<file path="src/sv/geo_pkg.sv">
// ---------------------------------------------------------------------------
// geo_pkg: shared types and constants of the geohash encoder
// Field widths, the base32 alphabet, the transaction record that walks
// down the cell chain, and the coordinate to bit-code mapping.
// ---------------------------------------------------------------------------
package geo_pkg;

	localparam int COORD_W = 33;
	localparam int CODE_W  = 32;
	localparam int LEN_W   = 4;
	localparam int CHAR_W  = 7;
	localparam int IDX_W   = 5;

	localparam logic [LEN_W-1:0] HASH_LEN_RESET = 4'd12;

	// geohash base32 alphabet as ascii codes
	localparam logic [CHAR_W-1:0] ALPHABET [32] = '{
		7'd48,  7'd49,  7'd50,  7'd51,  7'd52,  7'd53,  7'd54,  7'd55,
		7'd56,  7'd57,  7'd98,  7'd99,  7'd100, 7'd101, 7'd102, 7'd103,
		7'd104, 7'd106, 7'd107, 7'd109, 7'd110, 7'd112, 7'd113, 7'd114,
		7'd115, 7'd116, 7'd117, 7'd118, 7'd119, 7'd120, 7'd121, 7'd122
	};

	// one coordinate pair in flight along the chain
	typedef struct packed {
		logic              valid;
		logic [LEN_W-1:0]  remaining;
		logic [CODE_W-1:0] lon_code;
		logic [CODE_W-1:0] lat_code;
	} geo_item_t;

	// bisection bits of a coordinate: bit n (msb first) of the result is the
	// n-th bisection decision; out of range values saturate
	function automatic logic [CODE_W-1:0] to_code(input logic signed [COORD_W-1:0] x);
		logic [COORD_W:0] v;
		begin
			v = {x[COORD_W-1], x} + {3'b000, 31'h7FFF_FFFF};
			if (v[COORD_W]) begin
				to_code = '0;
			end else if (v[CODE_W]) begin
				to_code = '1;
			end else begin
				to_code = v[CODE_W-1:0];
			end
		end
	endfunction

endpackage

</file>
<file path="src/sv/geo_cell.sv">
// ---------------------------------------------------------------------------
// geo_cell: one character position of the geohash chain
// Picks its five interleaved bisection bits, looks up the character and
// hands the transaction on to the next cell through its registers.
// ---------------------------------------------------------------------------
module geo_cell #(
	parameter int K = 0
) (
	input  logic                        clk,
	input  logic                        arst_n,
	input  geo_pkg::geo_item_t          item_in,
	output geo_pkg::geo_item_t          item_out,
	output logic                        char_valid,
	output logic [geo_pkg::CHAR_W-1:0]  hash_char,
	output logic                        last_char
);

	logic [geo_pkg::IDX_W-1:0]  idx;
	logic                       emit;
	logic                       item_valid_q;
	logic [geo_pkg::LEN_W-1:0]  remaining_q;
	logic [geo_pkg::CODE_W-1:0] lon_code_q;
	logic [geo_pkg::CODE_W-1:0] lat_code_q;
	logic                       valid_q;
	logic                       last_q;
	logic [geo_pkg::CHAR_W-1:0] char_q;

	// bit j of this character is global bit 5K+j; even bits are longitude
	for (genvar j = 0; j < geo_pkg::IDX_W; j++) begin : g_bit
		localparam int G = geo_pkg::IDX_W * K + j;
		localparam int N = G / 2;
		if (G % 2 == 0) begin : g_lon
			assign idx[geo_pkg::IDX_W-1-j] = item_in.lon_code[geo_pkg::CODE_W-1-N];
		end else begin : g_lat
			assign idx[geo_pkg::IDX_W-1-j] = item_in.lat_code[geo_pkg::CODE_W-1-N];
		end
	end

	assign emit = item_in.valid && (item_in.remaining != '0);

	// control registers
	always_ff @(posedge clk or negedge arst_n) begin
		if (!arst_n) begin
			valid_q      <= 1'b0;
			item_valid_q <= 1'b0;
		end else begin
			valid_q      <= emit;
			item_valid_q <= emit && (item_in.remaining != geo_pkg::LEN_W'(1));
		end
	end

	// payload registers
	always_ff @(posedge clk) begin
		char_q      <= geo_pkg::ALPHABET[idx];
		last_q      <= (item_in.remaining == geo_pkg::LEN_W'(1));
		remaining_q <= item_in.remaining - geo_pkg::LEN_W'(1);
		lon_code_q  <= item_in.lon_code;
		lat_code_q  <= item_in.lat_code;
	end

	// transaction handed to the next cell
	always_comb begin
		item_out.valid     = item_valid_q;
		item_out.remaining = remaining_q;
		item_out.lon_code  = lon_code_q;
		item_out.lat_code  = lat_code_q;
	end

	assign char_valid = valid_q;
	assign hash_char  = char_q;
	assign last_char  = last_q;

endmodule

</file>
<file path="src/sv/geohash_encoder.sv">
// ---------------------------------------------------------------------------
// geohash_encoder: coordinate pair to base32 geohash characters
// Bisection encoder built as a chain of one cell per character position.
// ---------------------------------------------------------------------------
// Usage:
//   Command channel: a transaction is taken when start is high and busy is
//   low; latitude and longitude are sampled at that edge.
//   Results: one character per cycle on hash_char, marked by char_valid,
//   with last_char on the final one. The receiver cannot stall.
//   Config: cfg_data sets hash_length (1..12, above MAX_HASH_CHARS clamps,
//   zero gives no characters); cfg_ready is always high. Write only idle.
// Flow:
//   character k comes from cell k of the chain, registered there. The output
//   port sets the rate: busy stays high after a transaction while its later
//   characters still hold output slots, so no new pair is taken until then,
//   and the characters of successive pairs follow each other back to back.
// Reset:
//   arst_n clears the chain's valid flags and the busy counter; hash_length returns to 12.
// ---------------------------------------------------------------------------
module geohash_encoder #(
	parameter int MAX_HASH_CHARS = 12
) (
	input  logic                               clk,
	input  logic                               arst_n,
	input  logic                               start,
	output logic                               busy,
	input  logic signed [geo_pkg::COORD_W-1:0] latitude,
	input  logic signed [geo_pkg::COORD_W-1:0] longitude,
	output logic                               char_valid,
	output logic [geo_pkg::CHAR_W-1:0]         hash_char,
	output logic                               last_char,
	input  logic                               cfg_valid,
	output logic                               cfg_ready,
	input  logic [geo_pkg::LEN_W-1:0]          cfg_data
);

	logic [geo_pkg::LEN_W-1:0]  hash_length_q;
	logic [geo_pkg::LEN_W-1:0]  busy_cnt_q;
	logic [geo_pkg::LEN_W-1:0]  count;
	logic                       accept;
	geo_pkg::geo_item_t         link [MAX_HASH_CHARS+1];
	logic                       cell_valid [MAX_HASH_CHARS];
	logic [geo_pkg::CHAR_W-1:0] cell_char  [MAX_HASH_CHARS];
	logic                       cell_last  [MAX_HASH_CHARS];

	assign cfg_ready = 1'b1;
	assign busy      = (busy_cnt_q != '0);
	assign accept    = start && !busy;

	// clamp configured length
	assign count = (hash_length_q > geo_pkg::LEN_W'(MAX_HASH_CHARS))
		? geo_pkg::LEN_W'(MAX_HASH_CHARS) : hash_length_q;

	// length register
	always_ff @(posedge clk or negedge arst_n) begin
		if (!arst_n) begin
			hash_length_q <= geo_pkg::HASH_LEN_RESET;
		end else if (cfg_valid && cfg_ready) begin
			hash_length_q <= cfg_data;
		end
	end

	// output slot reservation for the characters of the transaction
	always_ff @(posedge clk or negedge arst_n) begin
		if (!arst_n) begin
			busy_cnt_q <= '0;
		end else if (accept) begin
			busy_cnt_q <= (count == '0) ? '0 : count - geo_pkg::LEN_W'(1);
		end else if (busy) begin
			busy_cnt_q <= busy_cnt_q - geo_pkg::LEN_W'(1);
		end
	end

	// head of chain
	always_comb begin
		link[0].valid     = accept;
		link[0].remaining = count;
		link[0].lon_code  = geo_pkg::to_code(longitude);
		link[0].lat_code  = geo_pkg::to_code(latitude);
	end

	// character cells
	for (genvar k = 0; k < MAX_HASH_CHARS; k++) begin : g_cell
		geo_cell #(
			.K (k)
		) u_cell (
			.clk        (clk),
			.arst_n     (arst_n),
			.item_in    (link[k]),
			.item_out   (link[k+1]),
			.char_valid (cell_valid[k]),
			.hash_char  (cell_char[k]),
			.last_char  (cell_last[k])
		);
	end

	// merge cell outputs, at most one cell emits per cycle
	always_comb begin
		char_valid = 1'b0;
		hash_char  = '0;
		last_char  = 1'b0;
		for (int k = 0; k < MAX_HASH_CHARS; k++) begin
			char_valid = char_valid | cell_valid[k];
			hash_char  = hash_char | (cell_valid[k] ? cell_char[k] : '0);
			last_char  = last_char | (cell_valid[k] & cell_last[k]);
		end
	end

endmodule

</file>
<file path="config.mk">
export PLATFORM = sky130hd
export DESIGN_NAME = geohash_encoder
export DESIGN_NICKNAME = d
export VERILOG_FILES = /design/src/sv/geo_pkg.sv /design/src/sv/geo_cell.sv /design/src/sv/geohash_encoder.sv
export SDC_FILE = /design/constraint.sdc
export NUM_CORES = 1
export LEC_CHECK = 0
export ABC_AREA = 1
export BUFFER_PORTS_ARGS = -buffer_cell sky130_fd_sc_hd__clkbuf_2
export CAP_MARGIN = 0
export CORE_ASPECT_RATIO = 0.5
export CORE_MARGIN = 4
export CORE_UTILIZATION = 55
export DETAILED_ROUTE_END_ITERATION = 16
export PLACE_DENSITY = 0.74
export SLEW_MARGIN = 20
export SYNTH_ARGS = -nofsm -noshare
export SYNTH_HDL_FRONTEND = slang
export SYNTH_HIERARCHICAL = 1
export SYNTH_SLANG_ARGS = --single-unit
</file>
<file path="constraint.sdc">
create_clock -name clk -period 2.2 [get_ports clk]
set_input_delay 0.22 -clock clk [delete_from_list [all_inputs] [get_ports clk]]
set_output_delay 0.22 -clock clk [all_outputs]
set_load 0.01 [all_outputs]
</file>
* Word level (Yosys, flattened, before mapping)
Memories as Yosys holds them, arrays and structs flattened. A register that Yosys moved wholly into a read port is not among the register bits.
Index checks and enable logic that the tools add are counted.
** Operators by class
- Eq/ne operators :: 23
- Muxes and demuxes :: 20
- Add/sub/neg operators :: 14
- Reduce and logical (&&, ||, !) cells :: 40
- Shift operators :: 0
- Divide/modulo/power cells :: 0
- Multipliers :: 0
- $lt $le $gt $ge :: 1
- Bitwise gates (word level) :: 57
** Operators with widths (number)
- $mux W32 :: 4
- $mux W7 :: 12
- $or A7 B7 Y7 :: 11
- $not A5 Y6 :: 12
- $add A33 B32 Y34 const B :: 2
- $reduce_bool A4 Y1 :: 13
- $eq A4 B1 Y1 const B :: 12
- $sub A4 B1 Y4 const B :: 12
- $ne A4 B1 Y1 const B :: 11
- $logic_and A1 B1 Y1 :: 24
- $or A1 B1 Y1 :: 22
- $mux W4 :: 4
- $and A1 B1 Y1 :: 12
- $gt A4 B4 Y1 const B :: 1
- $logic_not A4 Y1 :: 1
- $reduce_bool A2 Y1 :: 1
- $logic_not A1 Y1 :: 1
** Word-level totals
- Flip-flop bits (word level) :: 461
- Latch bits :: 0
- ROM bits :: 2688
- Memories kept :: 12
- Word-level logic and storage cells :: 237
- Bits in writable memories :: 0
- Output and inout bits :: 11
- Bits of input ports :: 74
** Memory list
- (name not given) :: words 32, bits a word 7, rd ports 1, clocked after memory_dff 1, write ports 0, RTL line geo_cell.sv:54 : char_q <= geo_pkg::ALPHABET[idx];
- (name not given) :: words 32, bits a word 7, rd ports 1, clocked after memory_dff 1, write ports 0, RTL line geo_cell.sv:54
- (name not given) :: words 32, bits a word 7, rd ports 1, clocked after memory_dff 1, write ports 0, RTL line geo_cell.sv:54
- (name not given) :: words 32, bits a word 7, rd ports 1, clocked after memory_dff 1, write ports 0, RTL line geo_cell.sv:54
- (name not given) :: words 32, bits a word 7, rd ports 1, clocked after memory_dff 1, write ports 0, RTL line geo_cell.sv:54
- (name not given) :: words 32, bits a word 7, rd ports 1, clocked after memory_dff 1, write ports 0, RTL line geo_cell.sv:54
- +6 memories

* Logic depth before layout (Yosys ltp)
Gate-level depths: netlist (run 1).
- Word-level depth :: 12
- Mapped depth :: 18

* By module
The synthesis (run 1) kept the hierarchy.
** Modules (own cells, without submodules)
- geo_cell at g_cell[10].u_cell ... :: sequential area each 1551.5 um^2, cells each 138, area each 1898.1 um^2, times used 11
- geohash_encoder :: sequential area each 202.7 um^2, cells each 801, area each 4142.7 um^2, times used 1
- geo_cell at g_cell[0].u_cell :: sequential area each 1551.5 um^2, cells each 137, area each 1895.6 um^2, times used 1

* Worst setup path after synthesis (run 1)
Ideal clock, no wire load.
- Kind :: in2reg
- Start :: in latitude[0] (netlist bit)
- End :: reg g_cell[0].u_cell.char_q (netlist bit g_cell[0].u_cell/hash_char[1])
- Path buffers :: 0
- Stages :: 18
- Slack :: -0.245 ns
- Arrival :: 2.332 ns
- Cells stage by stage :: inv_1 ha_1 nand2_2 nor2_4 nand2_2 nand2_4 nand2_2 nand2_1 nand2_1 a21oi_1 inv_1 ha_1 inv_1 ha_1 nor2_1 nand2_1 o21ai_1 nor2_1
** RTL lines
- start: declaration :: RTL line geohash_encoder.sv:27 : input logic signed [geo_pkg::COORD_W-1:0] latitude,
- end: declaration :: RTL line geo_cell.sv:26 : logic [geo_pkg::CHAR_W-1:0] char_q;

* Worst setup path after layout (run 1)
- Start :: reg g_cell[0].u_cell.valid_q
- End :: out hash_char[1] (netlist bit)
** Between the ends
- Longest elaborated chain between the ends :: 12
** RTL lines
- start: declaration :: RTL line geo_cell.sv:24 : logic valid_q;
- start signal: assignment :: RTL line geo_cell.sv:47 : valid_q <= emit;
- $mux W7 :: RTL line geohash_encoder.sv:104 : hash_char = hash_char | (cell_valid[k] ? cell_char[k] : '0);
- $or A7 B7 Y7 (11 in series) :: RTL line geohash_encoder.sv:104
- end: declaration :: RTL line geohash_encoder.sv:30 : output logic [geo_pkg::CHAR_W-1:0] hash_char,
No other way between the ends.

==> results of run 1 <==
cell type report:
cell class              instances  area (µm²)
fillers                      2441       10700
inverters                     304        1140
flip-flops and latches        489        9960
repair buffers                243        1650
well taps                     432         541
clock inverters                15         262
clock buffers                  56        1130
multi-input cells            1152        6560
report_power, final:
part	internal (W)	switching, W	leakage, nW
Sequential	0.0102	0.000825	4.25
Clock	0.00416	0.00322	0.677
Combinational	0.00123	0.00163	5.77
routing by layer:
layer | GRT usage [%] | share of wire [%]
met5 | 0 | 0
met4 | 5.92 | 2.2
met3 | 3.61 | 4.8
met2 | 33.4 | 46
met1 | 27.0 | 47
cells in the final DEF, fill, tap and decap left out, types with 14 or more instances in the layout:
cell,n
nor2_2,28
a21oi_1,31
xor2_1,31
xnor2_1,17
nor3_1,15
inv_2,34
nand4_1,16
o21ai_1,40
buf_4,147
nor2_1,159
dfrtp_1,19
a22o_1,14
nand2_1,398
ha_1,98
inv_1,269
dfxtp_1,458
nand3_1,133
clkbuf_2,83
o21bai_1,15
o21ai_0,38
clkbuf_16,41
a221oi_1,15
flip-flops by register name (all words and copies together) (netlist names):
| signal | cells |
|---|---|
| g_cell.u_cell/lat_code_q | 168 |
| g_cell.u_cell/remaining_q | 44 |
| g_cell.u_cell/last_char | 12 |
| hash_length_q | 4 |
| g_cell.u_cell/hash_char | 72 |
| g_cell.u_cell/lon_code_q | 162 |
| g_cell.u_cell/char_valid | 12 |
| g_cell.u_cell/item_valid_q | 11 |
| busy_cnt_q | 4 |
stage by stage:
step                      power [W]  instances  worst slack, ns  cell area, µm²  util [%]
after floorplan              0.0128       1995           0.0246           18000         -
after global placement       0.0138       2603           -0.113           19700      61.6
after detailed placement     0.0140       2603           -0.168           19700      61.6
after CTS                    0.0214       2687           0.0304           21200      66.3
after global routing         0.0223       2691          -0.0451           21200      66.5
final                        0.0213       2691           0.0606           21200      66.5
worst paths after layout:
check                           depth (start not counted)  slack [ns]                               to                      startpoint
worst max-delay path                                    5        0.06                     hash_char[1]     g_cell[0].u_cell/char_valid
worst min-delay path                                    5        0.06  g_cell[0].u_cell/lon_code_q[24]                   longitude[24]
worst max register to register                          8        0.48                    busy_cnt_q[2]                   busy_cnt_q[0]
worst min register to register                          0        0.32   g_cell[8].u_cell/lon_code_q[4]  g_cell[7].u_cell/lon_code_q[4]
max in group asynchronous                               2        1.34     g_cell[10].u_cell/char_valid                          arst_n
min in group asynchronous                               2        0.29                    busy_cnt_q[3]                          arst_n
critical path, stage by stage (launching register included):
cell      delay, ns
dfrtp_2        0.47
buf_4          0.16
a22o_1         0.18
a221oi_1       0.22
nand3_1        0.17
clkbuf_2       0.17
repair_timing:
action	CTS	global route
endpoints found under the hold margin	34	0
gates resized for setup	1	13
buffers inserted	0	4
pin swaps	0	3
hold buffers	13	0
setup endpoints to repair	1	7
==> summary.md, run 1 <==
| Metric | Value |
|---|---|
| Drt total wl | 36.3 mm |
| Clock buffer depth | 3 |
| CTS Sinks | 489 |
| DIE HEIGHT | 136 µm |
| Worst EP required | 1.98 ns |
| Area of the core | 0.0319 mm² |
| # nets final | 2,404 |
| Gate Count Post-Synth | 1,995 |
| TritonCTS clock tree | built |
| Mean Syn Cell Area | 9.00 µm² |
| Crit path kind | reg -> out |
| Min cycle time layout | 2.14 ns |
| Total Routing Usage GR | 20.0% |
| Root buffer cell | clkbuf_16 |
| Vias | 12,700 |
| Area Overhead vs Synth | 18.3% |
| WL/cell | 13.5 µm |
| Hold Path Class | in -> reg |
| Slew headroom | 47.2% |
| Peak VDD IR | 0.562 mV |
| Initial Util | 56.2% |
| FMAX | 467 MHz |
| Die area | 0.0358 mm² |
| Diode count | 0 |
| Share of layout cells above drive strength 1 | 19.0% |
| RSZ-0062 raised after global routing | yes |
| TritonRoute pass-1 iters | 5 |
| Critical path peak fanout | 7 |
| Detail Route Antenna Nets | 0 |
| TritonCTS buffer count | 40 |
| Top Ports | 85 |
| Actual slew at the worst max-slew pin | 0.792 ns |
| Vias in the first global route | 12,200 |
| Critical Path Source Type | flip-flop |
| H-Tree Level Count | 2 |
| GPL Wtd Cong | 0.912 |
| Outcome | finished, final reports clean |
| Fin Setup TNS | 0 ns |
| Reg clk slew, reported paths | 0.07 ns |
| Post-Syn Area | 0.0180 mm² |
| Dpl hpwl | 26.7 mm |
| IO Port Bufs | 83 |
| Final hold violations | 0 |
| Max-cap check violation count | 0 |
| DRC viols | 0 |
| Worst Clk Skew | 0.0396 ns |
| Largest net degree at the start of global routing | 32 |
| Syn Nets | 2,169 |
| CP arrival | 1.92 ns |
| Critical path endpoint category | primary output |
| DIE WIDTH | 264 µm |
| Rows | 46 |
| Final Cycle Share | 97.2% |
| Yosys warns | 6 |
| Worst-Skew Late Latency | 0.57 ns |
| First-pass GRT wire length | 58.7 mm |
| Final setup fails | 0 |
| Pleak | 10.7 nW |
| Final count of pins violating max slew | 0 |
| Vias per cell | 4.73 |
| Pwr dens | 1000 mW/mm² |
| Overflow after GRT | 0 |
| Final hold slack | 0.0558 ns |
| Initial antenna violation count | 0 |
| Drt initial violations | 768 |
Note: power is estimated with default switching activity, not from simulation.
==> run 2, diff against run 1 <==
ABC_AREA = 0   (was 1)
clock period = 2.5 ns   (was 2.2 ns; I/O delays follow)
==> run 2 against run 1 <==
  * Synthesized cell count fell by 26%
  * Register-to-register slack improved by 0.15 ns
  * Critical path depth increased by 7
  * Worst setup slack got worse by 0.054 ns
  * Critical endpoint is now g_cell[0].u_cell/hash_char[1]
  * Largest power group unchanged
  * Highest routed layer is now met5
==> summary.md, run 2 <==
| Metric | Value |
|---|---|
| FMAX | 401 MHz |
| Commonest non-fill, non-tap cell in the layout | dfxtp_1 |
| Reg2reg setup slack | 0.63 ns (+0.15 ns) |
| Area of the multi-input gates | 0.00585 mm² (-11%) |
| Most common cell on crit path | ha_4 |
| CTS Sinks | 489 (unchanged) |
| Share of layout cells above drive strength 1 | 18.3% (-0.70 points) |
| Rows | 44 (-4.3%) |
| Reg clk slew, reported paths | 0.07 ns (about the same) |
| Final design utilization | 66.1% (-0.37 points) |
| Vias in the first global route | 10,400 (-15%) |
| GPL Wtd Cong | 0.908 (-0.49%) |
| Final worst slack | 0.00669 ns (-0.0540 ns) |
| Crit path buffers/inverters | 3 (+1) |
| TritonCTS buffer count | 39 (-2.5%) |
| Final setup fails | 0 (unchanged) |
| Total power | 0.0183 W (-14%) |
| Gate Count Post-Synth | 1,482 (-26%) |
| Final count of pins violating max slew | 0 (unchanged) |
| CP endpoint | g_cell[0].u_cell/hash_char[1] |
| CP top delay family | simple AND/OR/NAND/NOR gates |
| Worst r2r src | busy_cnt_q[0] |
| Detail Route Antenna Nets | 0 (unchanged) |
| Yosys warns | 6 (unchanged) |
| Pleak | 8.62 nW (-19%) |
| Top Ports | 85 (unchanged) |
| Final Cycle Share | 99.7% |
| Mean Syn Cell Area | 11.2 µm² (+24%) |
| Initial Util | 56.5% (+0.31 points) |
| Highest layer used for signal routing | met5 |
| Metal3 WL | 1.76 mm (+1.5%) |
| CP startpoint | latitude[13] |
| Syn Nets | 1,656 (-24%) |
| Critical path peak fanout | 4 (-3) |
| RSZ-0062 raised after global routing | yes |
| Vias | 10,700 (-16%) |
| Hold Path Class | in -> reg |
| DIE WIDTH | 254 µm (-3.8%) |
| Post-Route M1 WL | 15.3 mm (-11%) |
| DRC viols | 0 (unchanged) |
| Post-Syn Area | 0.0166 mm² (-7.6%) |
| Met2 wire length | 14.7 mm (-11%) |
| Overflow after GRT | 0 (unchanged) |
| DIE HEIGHT | 131 µm (-3.7%) |
| Vias per cell | 5.20 (+9.9%) |
| Cell count along the critical path | 12 (+7) |
| Crit path kind | in -> reg |
| Area of the core | 0.0293 mm² (-8.1%) |
| # nets final | 1,818 (-24%) |
| Drt initial violations | 731 (-4.8%) |
| Worst EP required | 2.92 ns (+0.94 ns) |
| Worst-Skew Late Latency | 0.53 ns (-0.04 ns) |
| Fin Setup TNS | 0 ns (unchanged) |
| TritonRoute pass-1 iters | 5 (unchanged) |
| Largest Register | g_cell.u_cell/lat_code_q |
| Pint | 0.0136 W (-12%) |
| Peak VDD IR | 0.416 mV (-26%) |
| Diode count | 0 (unchanged) |
| WL/cell | 15.8 µm (+17%) |
| Final hold violations | 0 (unchanged) |
| Slowest-stage cell, CP | or4_4 |
| Largest register FFs | 168 (unchanged) |
| Sequential Power Share | 52.9% (+1.1 points) |
| Crit-path cells | buf_6 -> or4_4 -> nor4_4 -> nand4_1 -> or3_4 -> a31oi_4 -> inv_2 -> ha_4 -> inv_4 -> ha_4 -> o21ai_2 -> o22ai_1 |
| Worst Clk Skew | 0.0101 ns (-0.0295 ns) |
| IO Port Bufs | 83 (unchanged) |
| CP arrival | 2.91 ns (+0.99 ns) |
| Critical path endpoint category | flip-flop |
| Largest net degree at the start of global routing | 32 (unchanged) |
| Clk network pwr share | 34.7% (about the same) |
| Drt total wl | 32.6 mm (-10%) |
| Actual slew at the worst max-slew pin | 0.808 ns (+0.0159 ns) |
| Root buffer cell | clkbuf_16 |
| Total Routing Usage GR | 19.7% (-0.28 points) |
| Initial antenna violation count | 1 (+1) |
| Setup WS pre-CTS | -0.572 ns (-0.404 ns) |
| Comb pwr share | 12.4% (-1.1 points) |
| Sw Ratio | 25.4% (-1.3 points) |
| Reg2Reg Depth | 6 (-2) |
| Critical Path Max Stage Delay | 0.55 ns (+0.08 ns) |
| Die area | 0.0332 mm² (-7.3%) |
| Critical Path Source Type | input port |
| NetSw | 0.00465 W (-18%) |
| First-pass GRT wire length | 52.1 mm (-11%) |
| Dpl hpwl | 23.6 mm (-12%) |
| Register Area | 0.00995 mm² (-0.13%) |
| Most frequent cells in the layout | dfxtp_1, inv_1, buf_4, ha_1, clkbuf_2 |
| Pwr dens | 943 mW/mm² (-5.8%) |
| Reg2Reg Capture Point | g_cell[0].u_cell/char_valid |
| Min cycle time layout | 2.49 ns |
| Outcome | finished, final reports clean |
| Max-cap check violation count | 0 (unchanged) |
| Clock buffer depth | 3 (unchanged) |
| Fill count | 2,158 (-12%) |
| Slew headroom | 46.1% (-1.1 points) |
| TritonCTS clock tree | built |
| H-Tree Level Count | 2 (unchanged) |
| Area Overhead vs Synth | 17.0% |
-- run 2: cell types whose count changed in the layout (fill, tap and decap cells not counted), moves of 28 or more --
cell,previous run,this run
nand2_1,398,40
inv_2,34,2
nor2_1,159,65
nor2_2,28,0
buf_4,147,111
inv_1,269,114
o21ai_0,38,72
nand3_1,133,30
o21ai_1,40,0
a21oi_1,31,72
-- run 2: metal layers --
metal / GRT usage (%) / up-vias
li1: - / 5344
met1: 27.2 / 5027
met2: 32.0 / 292
met3: 3.74 / 62
met4: 6.15 / 2
met5: 0 / -
-- run 2: power groups by stage --
stage | Sequential [W] | Combinational [W] | Clock [W]
final | 0.00968 | 0.00226 | 0.00635
after global routing | 0.00980 | 0.00257 | 0.00682
after CTS | 0.00968 | 0.00226 | 0.00649
after detailed placement | 0.00984 | 0.00222 | 0
after global placement | 0.00979 | 0.00212 | 0
after floorplan | 0.00945 | 0.00170 | 0
-- run 2: timing repair --
item,in CTS,in global routing
setup buffers,1,3
pin swaps,2,10
endpoints found under the hold margin,33,0
resized for setup,2,6
hold buffers,7,0
setup endpoints to repair,1,2
-- run 2: metrics by stage --
step | cell area (µm²) | hold WS [ns] | std cells
floorplan | 16700 | -0.0456 | 1482
finish | 19400 | 0.0436 | 2064
global route | 19400 | 0.0471 | 2064
detailed placement | 17900 | 0.312 | 1983
global placement | 17900 | 0.310 | 1983
CTS | 19400 | 0.0191 | 2061
-- run 2: tightest hold or removal path: cells and delay by family --
kind | cells | cell delay [ns]
buffers and inverters | 1 | 0.11
AO/OA/AOI/OAI | 1 | 0.08
AND/OR/NAND/NOR | 1 | 0.08
-- run 2: cell type report --
class / instances / share of cell area, %
clock inverter: 19 / 1.11
clock buffer: 51 / 5.85
multi-input combinational: 796 / 30.2
timing repair buffer: 201 / 6.83
tap: 391 / 2.52
sequential: 489 / 51.3
inverter: 117 / 2.28
-- run 2: how the worst min path moves through the flow --
stage,from,to,slack [ns],cells after the start
after floorplan,arst_n,busy_cnt_q[0],-0.05,0
after global placement,g_cell[2].u_cell/lat_code_q[8],g_cell[3].u_cell/lat_code_q[8],0.31,0
after detailed placement,g_cell[9].u_cell/lon_code_q[3],g_cell[10].u_cell/lon_code_q[3],0.31,0
after CTS,cfg_valid,hash_length_q[0],0.02,2
after global routing,cfg_valid,hash_length_q[0],0.05,2
final,start,busy_cnt_q[2],0.04,3
==> run 3, diff against run 2 <==
CORE_MARGIN = 1   (was 4)
==> run 3 against run 2 <==
  * Die area down 6.8%
  * Sequential share of layout area about the same
  * Non-clock buffer count unchanged
  * Worst hold slack better by 0.0020 ns
  * Maximum frequency up 4.0%
  * Final cell count up 0.19%
  * Total power up 1.0%
  * First-iteration DRC count up 20%
  * Worst setup slack better by 0.096 ns
  * Count of clock-buffer cells in the layout up 2
==> summary.md, run 3 (synthesis results as in run 2) <==
| Metric | Value |
|---|---|
| Outcome | finished, final reports clean |
| CTS Sinks | 489 (unchanged) |
| Diode count | 0 (unchanged) |
| Peak VDD IR | 0.541 mV (+30%) |
| IO Port Bufs | 83 (unchanged) |
| Slew headroom | 45.9% (-0.21 points) |
| Crit path kind | in -> reg |
| Actual slew at the worst max-slew pin | 0.811 ns (+0.00312 ns) |
| First-pass GRT wire length | 53.5 mm (+2.7%) |
| Drt initial violations | 877 (+20%) |
| Sequential Power Share | 52.3% (-0.6 points) |
| Sw Ratio | 26.0% (+0.53 points) |
| Worst EP required | 2.93 ns (about the same) |
| Dpl hpwl | 23.3 mm (-0.99%) |
| FMAX | 417 MHz (+4.0%) |
| Clock buffer depth | 3 (unchanged) |
| Total Routing Usage GR | 21.7% (+2.0 points) |
| Top Ports | 85 (unchanged) |
| Final instance area | 0.0194 mm² (about the same) |
| Min cycle time layout | 2.40 ns (-0.0963 ns) |
| GPL Wtd Cong | 0.916 (+0.87%) |
| Overflow after GRT | 0 (unchanged) |
| Comb pwr share | 12.5% (about the same) |
| Initial Util | 56.5% (unchanged) |
| WL/cell | 16.0 µm (+1.6%) |
| WHS Path Cells | 3 (unchanged) |
| Share of layout cells above drive strength 1 | 18.1% (-0.16 points) |
| Vias | 10,800 (+0.51%) |
| RSZ-0062 raised after global routing | no |
| Critical Path Max Stage Delay | 0.57 ns (+0.02 ns) |
| # nets final | 1,819 (+0.055%) |
| Pwr dens | 951 mW/mm² (+0.95%) |
| Critical path endpoint category | flip-flop |
| Largest net degree at the start of global routing | 32 (unchanged) |
| Drt total wl | 33.1 mm (+1.8%) |
| Fin Setup TNS | 0 ns (unchanged) |
| Pint | 0.0137 W (+0.33%) |
| Final setup fails | 0 (unchanged) |
| Final Cycle Share | 95.9% (-3.9 points) |
| Rows | 44 (unchanged) |
| Die area | 0.0309 mm² (-6.8%) |
| Vias in the first global route | 10,700 (+2.3%) |
| Clk network pwr share | 35.2% (+0.5 points) |
| TritonCTS clock tree | built |
| CP arrival | 2.82 ns (-0.09 ns) |
| TritonCTS buffer count | 40 (+2.6%) |
| Pleak | 8.61 nW (about the same) |
| Final hold violations | 0 (unchanged) |
| Critical path peak fanout | 3 (-1) |
| Final design utilization | 66.2% (about the same) |
| H-Tree Level Count | 2 (unchanged) |
| Area of the core | 0.0293 mm² (unchanged) |
| Hold Path Class | in -> reg |
| Fill count | 2,120 (-1.8%) |
| Root buffer cell | clkbuf_16 |
| Crit-path cells | clkbuf_2 -> or4_4 -> nor4_4 -> nand4_1 -> or3_4 -> a31oi_4 -> inv_2 -> ha_4 -> inv_1 -> ha_1 -> nor3b_2 -> o22ai_1 |
| Most frequent cells in the layout | dfxtp_1, inv_1, buf_4, ha_1, clkbuf_2 |
| Detail Route Antenna Nets | 0 (unchanged) |
| Slowest-stage cell, CP | or4_4 |
| Area Overhead vs Synth | 17.1% (about the same) |
| Worst-Skew Late Latency | 0.55 ns (+0.02 ns) |
| Area of the multi-input gates | 0.00584 mm² (-0.28%) |
| Commonest non-fill, non-tap cell in the layout | dfxtp_1 |
| Placement-stage cell area | 0.0179 mm² (about the same) |
| Final count of pins violating max slew | 0 (unchanged) |
| NetSw | 0.00480 W (+3.1%) |
| Reg2Reg Depth | 6 (unchanged) |
| Largest Register | g_cell.u_cell/lat_code_q |
| Reg clk slew, reported paths | 0.07 ns (about the same) |
| Max-cap check violation count | 0 (unchanged) |
| TritonRoute pass-1 iters | 6 (+1) |
| Worst Clk Skew | 0.0105 ns (+0.000339 ns) |
| DIE WIDTH | 248 µm (-2.4%) |
| DRC viols | 0 (unchanged) |
| Largest register FFs | 168 (unchanged) |
| Critical Path Source Type | input port |
| Final hold slack | 0.0456 ns (+0.00199 ns) |
| Initial antenna violation count | 2 (+1) |
| Register Area | 0.00995 mm² (unchanged) |
| Vias per cell | 5.21 (+0.32%) |
| DIE HEIGHT | 125 µm (-4.6%) |
==> run 3: metal layers <==
layer | up-vias | routed length (µm) | GRT usage, %
met5 | - | 0 | 0
met3 | 69 | 1830 | 4.50
met1 | 5096 | 15400 | 29.4
met2 | 281 | 15100 | 34.8
met4 | 0 | 803 | 6.46
li1 | 5336 | - | -
==> run 3: layout make-up <==
type,instances,area share [%]
sequential,489,51.2
multi-input combinational,796,30.1
timing repair buffer,201,6.80
clock buffer,53,5.89
tap,391,2.52
inverter,117,2.26
clock inverter,21,1.28
==> run 3: what timing repair did <==
item	4_1_cts	5_1_grt
endpoints found under the setup margin	1	2
setup buffers	1	1
cloned	0	0
endpoints found under the hold margin	34	0
resized for setup	0	3
hold buffers	8	0
pin swaps	1	2
==> run 3: worst max-delay path: cells and delay by family <==
family          cells  cell delay, ns
fa+ha+maj           2            0.44
simple gates        5            1.66
buf+inv             3            0.21
compound gates      2            0.27
==> run 3: metrics by stage <==
stage / total power [W] / instances / worst slack (ns)
floorplan: 0.0111 / 1482 / -0.362
global placement: 0.0119 / 1984 / -0.526
detailed placement: 0.0121 / 1984 / -0.643
CTS: 0.0186 / 2067 / 0.0513
global route: 0.0194 / 2068 / 0.00605
finish: 0.0185 / 2068 / 0.103
==> run 3: path summary, 6_finish.rpt <==
check | start | endpoint | slack [ns]
worst max-delay path | latitude[8] | g_cell[0].u_cell/hash_char[1] | 0.10
worst min-delay path | longitude[15] | g_cell[0].u_cell/lon_code_q[15] | 0.05
worst max register to register | busy_cnt_q[0] | g_cell[0].u_cell/char_valid | 0.59
worst min register to register | g_cell[0].u_cell/lat_code_q[14] | g_cell[1].u_cell/lat_code_q[14] | 0.32
max in group asynchronous | arst_n | hash_length_q[1] | 1.64
min in group asynchronous | arst_n | g_cell[6].u_cell/char_valid | 0.34
==> run 3: power by group through the flow <==
stage	combinational, W	clock (W)	sequential, W
2_1_floorplan	0.00170	0	0.00945
3_3_place_gp	0.00212	0	0.00978
3_5_place_dp	0.00225	0	0.00982
4_1_cts	0.00231	0.00664	0.00966
5_1_grt	0.00260	0.00699	0.00979
6_report	0.00231	0.00651	0.00967
